[config.mk]
export PLATFORM = sky130hd
export DESIGN_NAME = json_string_unescape_utf8_top
export DESIGN_NICKNAME = d
export VERILOG_FILES = /design/src/hw/rtl/jsu_pkg.sv /design/src/hw/rtl/json_string_unescape_utf8_top.sv
export SDC_FILE = /design/constraint.sdc
export NUM_CORES = 1
export LEC_CHECK = 0
export ABC_AREA = 1
export ABC_CLOCK_PERIOD_IN_PS = 8780
export BUFFER_PORTS_ARGS = -buffer_cell sky130_fd_sc_hd__buf_2
export CORE_MARGIN = 5
export CORE_UTILIZATION = 45
export CTS_CLUSTER_SIZE = 10
export DETAILED_ROUTE_END_ITERATION = 10
export PLACE_DENSITY_LB_ADDON = 0.05
export SLEW_MARGIN = 30
export SYNTH_ARGS = -nofsm -noshare
export SYNTH_HDL_FRONTEND = slang
export SYNTH_SLANG_ARGS = --single-unit
[constraint.sdc]
create_clock -name clock -period 8.78 [get_ports clock]
set_input_delay 1.756 -clock clock [delete_from_list [all_inputs] [get_ports clock]]
set_output_delay 1.756 -clock clock [all_outputs]
set_load 0.01 [all_outputs]
[src/hw/rtl/jsu_pkg.sv]
// Package for the string unescape block: mode codes, result record type,
// status codes, character constants and the hex digit decoder.
// No dependencies.
`default_nettype none

package jsu_pkg;

   // Decoder mode, one-hot.
   typedef enum logic [6:0] {
      MODE_IDLE = 7'b000_0001,
      MODE_BODY = 7'b000_0010,
      MODE_ESC  = 7'b000_0100,
      MODE_HEX1 = 7'b000_1000,
      MODE_HEX2 = 7'b001_0000,
      MODE_HEX3 = 7'b010_0000,
      MODE_HEX4 = 7'b100_0000
   } mode_type;

   // Result status codes.
   localparam logic [1:0] STATUS_DATA  = 2'd0;
   localparam logic [1:0] STATUS_END   = 2'd1;
   localparam logic [1:0] STATUS_ERROR = 2'd2;

   // Characters with a special meaning.
   localparam logic [7:0] CHAR_QUOTE     = 8'h22;
   localparam logic [7:0] CHAR_BACKSLASH = 8'h5C;
   localparam logic [7:0] CHAR_SLASH     = 8'h2F;
   localparam logic [7:0] CHAR_QMARK     = 8'h3F;
   localparam logic [7:0] CHAR_DEL       = 8'h7F;
   localparam logic [7:0] CHAR_SPACE     = 8'h20;
   localparam logic [7:0] CHAR_NUL       = 8'h00;
   localparam logic [7:0] CHAR_LOWER_B   = 8'h62;
   localparam logic [7:0] CHAR_LOWER_F   = 8'h66;
   localparam logic [7:0] CHAR_LOWER_N   = 8'h6E;
   localparam logic [7:0] CHAR_LOWER_R   = 8'h72;
   localparam logic [7:0] CHAR_LOWER_T   = 8'h74;
   localparam logic [7:0] CHAR_LOWER_U   = 8'h75;

   // One decoded result transaction.
   typedef struct packed {
      logic [7:0] byte_a;
      logic [7:0] byte_b;
      logic [7:0] byte_c;
      logic [1:0] byte_count;
      logic [1:0] status;
   } result_type;

   // Hex digit decode: bit 4 set means the character is a valid digit.
   function automatic logic [4:0] hex_digit(input logic [7:0] ch);
      logic [4:0] res;
      res = 5'd0;
      if (ch >= 8'h30 && ch <= 8'h39) begin
         res = {1'b1, ch[3:0]};
      end else if ((ch >= 8'h61 && ch <= 8'h66) || (ch >= 8'h41 && ch <= 8'h46)) begin
         res = {1'b1, ch[3:0] + 4'd9};
      end
      return res;
   endfunction

endpackage

`default_nettype wire

[src/hw/rtl/json_string_unescape_utf8_top.sv]
// String unescape block with UTF-8 output: one byte in per cycle unless stalled,
// at most one result of up to three bytes per byte. Depends on jsu_pkg.
// A result is registered in the output register, or in the skid register while
// the output still holds one. Throughput: one byte per cycle unless stalled; the
// decode is a short combinational path from the mode and hex registers into the
// result register, with a one-entry skid register so that bytes keep flowing while
// a result waits. The input stalls only while both output and skid hold a result.
// Reset: synchronous, active high; clears the mode to idle, the hex state and
// both result slots.
`default_nettype none

module json_string_unescape_utf8_top (
   input  wire        clock,
   input  wire        reset,
   input  wire        req_valid,
   output logic       req_stall,
   input  wire  [7:0] req_in_byte,
   input  wire        req_begin_req,
   output logic       rsp_valid,
   input  wire        rsp_stall,
   output logic [7:0] rsp_byte_a,
   output logic [7:0] rsp_byte_b,
   output logic [7:0] rsp_byte_c,
   output logic [1:0] rsp_byte_count,
   output logic [1:0] rsp_status
);
   import jsu_pkg::*;

   mode_type    mode_ff, mode_in;
   logic [15:0] hex_accum_ff, hex_accum_in;
   logic        hex_bad_ff, hex_bad_in;

   logic        out_valid_ff, out_valid_in;
   result_type  out_ff, out_in;
   logic        skid_valid_ff, skid_valid_in;
   result_type  skid_ff, skid_in;

   logic        req_take;
   logic        rsp_take;
   logic        has_result;
   result_type  result;
   logic [4:0]  digit;
   logic [15:0] code;

   assign req_stall = skid_valid_ff;
   assign req_take  = req_valid && !req_stall;
   assign rsp_take  = out_valid_ff && !rsp_stall;
   assign digit     = hex_digit(req_in_byte);

   // Decode one byte against the current mode.
   always_comb begin
      mode_in      = mode_ff;
      hex_accum_in = hex_accum_ff;
      hex_bad_in   = hex_bad_ff;
      has_result   = 1'b0;
      result       = '0;
      code         = 16'd0;
      if (req_begin_req) begin
         mode_in      = MODE_BODY;
         hex_accum_in = 16'd0;
         hex_bad_in   = 1'b0;
      end else begin
         unique case (mode_ff)
            MODE_BODY: begin
               if (req_in_byte == CHAR_QUOTE) begin
                  mode_in       = MODE_IDLE;
                  has_result    = 1'b1;
                  result.status = STATUS_END;
               end else if (req_in_byte == CHAR_BACKSLASH) begin
                  mode_in = MODE_ESC;
               end else if (req_in_byte < CHAR_SPACE || req_in_byte == CHAR_DEL) begin
                  mode_in       = MODE_IDLE;
                  has_result    = 1'b1;
                  result.status = STATUS_ERROR;
               end else begin
                  has_result        = 1'b1;
                  result.byte_a     = req_in_byte;
                  result.byte_count = 2'd1;
               end
            end
            MODE_ESC: begin
               has_result        = 1'b1;
               result.byte_count = 2'd1;
               mode_in           = MODE_BODY;
               case (req_in_byte)
                  CHAR_QUOTE:     result.byte_a = CHAR_QUOTE;
                  CHAR_BACKSLASH: result.byte_a = CHAR_BACKSLASH;
                  CHAR_SLASH:     result.byte_a = CHAR_SLASH;
                  CHAR_LOWER_B:   result.byte_a = 8'h08;
                  CHAR_LOWER_F:   result.byte_a = 8'h0C;
                  CHAR_LOWER_N:   result.byte_a = 8'h0A;
                  CHAR_LOWER_R:   result.byte_a = 8'h0D;
                  CHAR_LOWER_T:   result.byte_a = 8'h09;
                  CHAR_LOWER_U: begin
                     has_result        = 1'b0;
                     result.byte_count = 2'd0;
                     mode_in           = MODE_HEX1;
                     hex_accum_in      = 16'd0;
                     hex_bad_in        = 1'b0;
                  end
                  default: begin
                     result.byte_count = 2'd0;
                     result.status     = STATUS_ERROR;
                     mode_in           = MODE_IDLE;
                  end
               endcase
            end
            MODE_HEX1, MODE_HEX2, MODE_HEX3, MODE_HEX4: begin
               if (req_in_byte == CHAR_NUL) begin
                  mode_in       = MODE_IDLE;
                  has_result    = 1'b1;
                  result.status = STATUS_ERROR;
               end else begin
                  if (digit[4]) begin
                     hex_accum_in = {hex_accum_ff[11:0], digit[3:0]};
                  end else begin
                     hex_bad_in = 1'b1;
                  end
                  if (mode_ff == MODE_HEX1) begin
                     mode_in = MODE_HEX2;
                  end else if (mode_ff == MODE_HEX2) begin
                     mode_in = MODE_HEX3;
                  end else if (mode_ff == MODE_HEX3) begin
                     mode_in = MODE_HEX4;
                  end else begin
                     // Last digit: encode the code point as UTF-8.
                     mode_in    = MODE_BODY;
                     has_result = 1'b1;
                     code       = hex_bad_in ? {8'd0, CHAR_QMARK} : hex_accum_in;
                     if (code[15:7] == 9'd0) begin
                        result.byte_a     = code[7:0];
                        result.byte_count = 2'd1;
                     end else if (code[15:11] == 5'd0) begin
                        result.byte_a     = {3'b110, code[10:6]};
                        result.byte_b     = {2'b10, code[5:0]};
                        result.byte_count = 2'd2;
                     end else begin
                        result.byte_a     = {4'b1110, code[15:12]};
                        result.byte_b     = {2'b10, code[11:6]};
                        result.byte_c     = {2'b10, code[5:0]};
                        result.byte_count = 2'd3;
                     end
                  end
               end
            end
            default: begin
               mode_in = MODE_IDLE;
            end
         endcase
      end
   end

   // Route a new result into the output register or, while it waits, the skid.
   always_comb begin
      out_valid_in  = out_valid_ff;
      out_in        = out_ff;
      skid_valid_in = skid_valid_ff;
      skid_in       = skid_ff;
      if (rsp_take) begin
         out_valid_in  = skid_valid_ff;
         out_in        = skid_ff;
         skid_valid_in = 1'b0;
      end
      if (req_take && has_result) begin
         if (out_valid_ff && !rsp_take) begin
            skid_valid_in = 1'b1;
            skid_in       = result;
         end else begin
            out_valid_in = 1'b1;
            out_in       = result;
         end
      end
   end

   // Control state.
   always_ff @(posedge clock) begin
      if (reset) begin
         mode_ff       <= MODE_IDLE;
         hex_accum_ff  <= 16'd0;
         hex_bad_ff    <= 1'b0;
         out_valid_ff  <= 1'b0;
         skid_valid_ff <= 1'b0;
      end else begin
         if (req_take) begin
            mode_ff      <= mode_in;
            hex_accum_ff <= hex_accum_in;
            hex_bad_ff   <= hex_bad_in;
         end
         out_valid_ff  <= out_valid_in;
         skid_valid_ff <= skid_valid_in;
      end
   end

   // Result payload.
   always_ff @(posedge clock) begin
      out_ff  <= out_in;
      skid_ff <= skid_in;
   end

   assign rsp_valid      = out_valid_ff;
   assign rsp_byte_a     = out_ff.byte_a;
   assign rsp_byte_b     = out_ff.byte_b;
   assign rsp_byte_c     = out_ff.byte_c;
   assign rsp_byte_count = out_ff.byte_count;
   assign rsp_status     = out_ff.status;

`ifndef SYNTHESIS
   // The skid slot is only filled behind a waiting output transaction.
   a_skid_behind_out: assert property (@(posedge clock) disable iff (reset)
      skid_valid_ff |-> out_valid_ff)
      else $error("skid register holds a result while the output is empty");

   // End and error results carry no bytes; data results carry at least one.
   a_count_vs_status: assert property (@(posedge clock) disable iff (reset)
      rsp_valid |-> ((rsp_status == STATUS_DATA) == (rsp_byte_count != 2'd0)))
      else $error("byte count does not match result status");

   // A result with begin asserted never appears; a begin byte yields nothing.
   a_begin_no_result: assert property (@(posedge clock) disable iff (reset)
      (req_take && req_begin_req && !out_valid_ff) |=> !rsp_valid)
      else $error("opening quote produced a result");

   // A closing quote or error returns the decoder to idle.
   a_end_to_idle: assert property (@(posedge clock) disable iff (reset)
      (req_take && has_result && result.status != STATUS_DATA)
         |=> mode_ff == MODE_IDLE)
      else $error("decoder not idle after end or error");
`endif

endmodule

`default_nettype wire

==> flow_summary.ini <==
[cts]
clockBufferDepth = 2
clock-sinks = 76
cts.htree.levels = 3
clkTransAtPathRegs_ns = 0.08
cts-resized-gates = 0
cts_buffers = 9
insertion_delay_ns = 0.36
clockRootBuffer = clkbuf_8
cts_hold_buf = 0
cts_tree = built
post_cts_buffers = 0

[sta]
max_freq_ghz = 0.262
tns_ns = 0
layout_setup_ws_ns = 4.96
slew_headroom = 0.518
rsz0062_at_grt = false
finalClockSkew_ns = 0.00909
hold_viol_final = 0
tightest_slew_ns = 0.721
min_period_ns = 3.82
slew_violations = 0
period_share = 0.435
finalSetupViolCount = 0

[setup_path]
endpoint = skid_ff[27]$_DFFE_PP_
crit_path_start = req_in_byte[0]
critPathKind = in2reg
reg2reg_from = mode_ff[4]$_SDFFE_PP0P_
cp_max_fo = 18
rr_endpoint = skid_ff[27]$_DFFE_PP_
start_kind = input pin
r2r_setup_slack_ns = 6.12
setup.worst_path.end_class = flip-flop
crit_required_ns = 8.83
rr_worst_depth = 8
arrival_ns = 3.87

[floorplanning]
start_util = 0.457
rows = 36
core_area_mm2 = 0.00964
die_h_um = 109
io_pins = 43
die-area_mm2 = 0.0119
fp.dieW_um = 109

[logic_synthesis]
yosys-top-cells-count = 120 x nand2_1, 60 x nor2_1, 58 x inv_1, 50 x dfxtp_1, 43 x o21ai_0
avgSynthCellArea_um2 = 7.64
synthCells = 576
yosys.area.top_type = dfxtp_1
yosysMostFrequentCell = nand2_1
synthTopCellsByArea = dfxtp_1 23%, edfxtp_1 18%, nand2_1 10%, nor2_1 5.1%, inv_1 4.9%
synth_nets = 594
ys_ff_latch = 76
synth_top_area_share = 0.227
synth-edff-count = 26
async_flop_share = 0
ys_warn_count = 0
netlist_area_mm2 = 0.00440
ys_types = 46
synthFlopType = dfxtp_1
synth_seq_area_share = 0.405

[finish]
fillCellCount = 1017
final-seq-area_mm2 = 0.00178
fin_util = 0.502
multiInputGateArea_mm2 = 0.00222
syn_to_final_growth_pct = 9.95
antennaDiodeCount = 0
final_cell_area_mm2 = 0.00484
nNetsFinal = 630
drive_gt1_frac = 0.199

[global_route]
antenna_found_initial = 0
grt_max_degree = 36
overflow = 0
grt_pass1_vias = 3580
track_usage = 0.194
grt_pass1_wl_um = 18100

[route]
postRouteAntennaNets = 0
first_pass_iters = 5
drt_wl_total_um = 11000
via_count = 3887
drc = 0
viasPerCell = 5.18
detail_route.wl_per_cell_um = 14.6
drt_iter0_markers = 230

[placement]
routabilityCongestion = 0.966
placedInstanceArea_mm2 = 0.00467
io_buffer_count = 42
pre_cts_ws_ns = 4.57
hpwl_um = 8090

[status]
status = completed

[pwr]
p_per_area_mw_per_mm2 = 166
total_power_w = 0.000805
ir_drop_mv = 0.0753
p_leak_nw = 2.12

[job]
drv_cap = 0

[hold_path]
hp-class = reg2reg
hold_depth = 2
-- cell usage in the layout (no fill, tap or decap), types with 4 or more instances in the layout --
cell type and count:
nor2_1 59, nor2_2 9, or2_2 15, dfxtp_1 50, nand4_1 5, buf_2 42, ha_1 5, nand3_2 5
clkbuf_8 9, nor3_1 7, nand2_1 120, o21ai_0 43, nand2_2 4, inv_2 9, o21a_1 4, mux2i_1 9
a21oi_1 29, edfxtp_1 26, o211ai_1 18, nand3_1 35, a31oi_1 4, nand3b_1 4, inv_1 58, o22ai_1 5
-- flip-flops by register name, summed over array words and instances (netlist names), named ones only --
register / count
rsp_byte_a: 8
rsp_byte_count: 2
mode_ff: 7
skid_ff: 26
hex_accum_ff: 12
rsp_status: 2
rsp_byte_c: 8
rsp_valid: 1
rsp_byte_b: 8
hex_bad_ff: 1
-- critical path, stage by stage --
cell     delay (ns)
buf_2          0.13
inv_1          0.12
ha_1           0.25
inv_1          0.06
nor2_1         0.04
nand2_1        0.09
nand2_1        0.13
nand3_1        0.18
nand2_1        0.13
nor3_2         0.57
buf_4          0.38
-- worst min-delay path by stage --
stage	startpoint	endpoint	slack (ns)
CTS	rsp_byte_b[6]$_DFF_P_	rsp_byte_b[6]$_DFF_P_	0.44
floorplan	hex_accum_ff[0]$_SDFFE_PP0P_	hex_accum_ff[0]$_SDFFE_PP0P_	0.43
global placement	rsp_byte_b[6]$_DFF_P_	rsp_byte_b[6]$_DFF_P_	0.43
global route	rsp_byte_c[6]$_DFF_P_	rsp_byte_c[6]$_DFF_P_	0.46
finish	rsp_byte_b[6]$_DFF_P_	rsp_byte_b[6]$_DFF_P_	0.44
detailed placement	rsp_byte_b[6]$_DFF_P_	rsp_byte_b[6]$_DFF_P_	0.43
-- report_power, final --
part	internal (W)	switching [W]	total, W
sequential	0.000396	0.0000178	0.000413
combinational	0.0000666	0.0000841	0.000151
clock	0.000103	0.000138	0.000241
-- logic make-up (layout without fill, tap and decap cells) --
logic type	count (synthesis)	in the layout	share of synthesized area
simple gates	280	280	0.309
compound gates	115	115	0.158
buf+inv	90	131	0.0918
flops	76	76	0.405
mux	9	9	0.0205
fa+ha+maj	5	5	0.0142
xor+xnor	1	1	0.00199
-- per-layer routing --
| metal | routed length, um | part of all wire | global-route usage | vias to the layer above |
|---|---|---|---|---|
| li1 | - | - | - | 1985 |
| met3 | 552 | 0.050 | 0.0296 | 15 |
| met5 | 0 | 0 | 0 | - |
| met2 | 4810 | 0.44 | 0.287 | 111 |
| met1 | 5390 | 0.49 | 0.284 | 1776 |
| met4 | 202 | 0.018 | 0.0757 | 0 |
-- cell type report --
class | count | share of cell area
multi-input cells | 410 | 0.460
flip-flops and latches | 76 | 0.368
inverters | 70 | 0.0553
repair buffers | 45 | 0.0481
well taps | 133 | 0.0344
clock buffers | 10 | 0.0264
clock inverters | 6 | 0.00827
-- through the flow --
| stage | instances | hold slack [ns] |
|---|---|---|
| floorplan | 576 | 0.429 |
| global placement | 734 | 0.427 |
| global route | 750 | 0.464 |
| CTS | 750 | 0.442 |
| finish | 750 | 0.443 |
| detailed placement | 734 | 0.428 |
(Power assumes the default switching activity.)
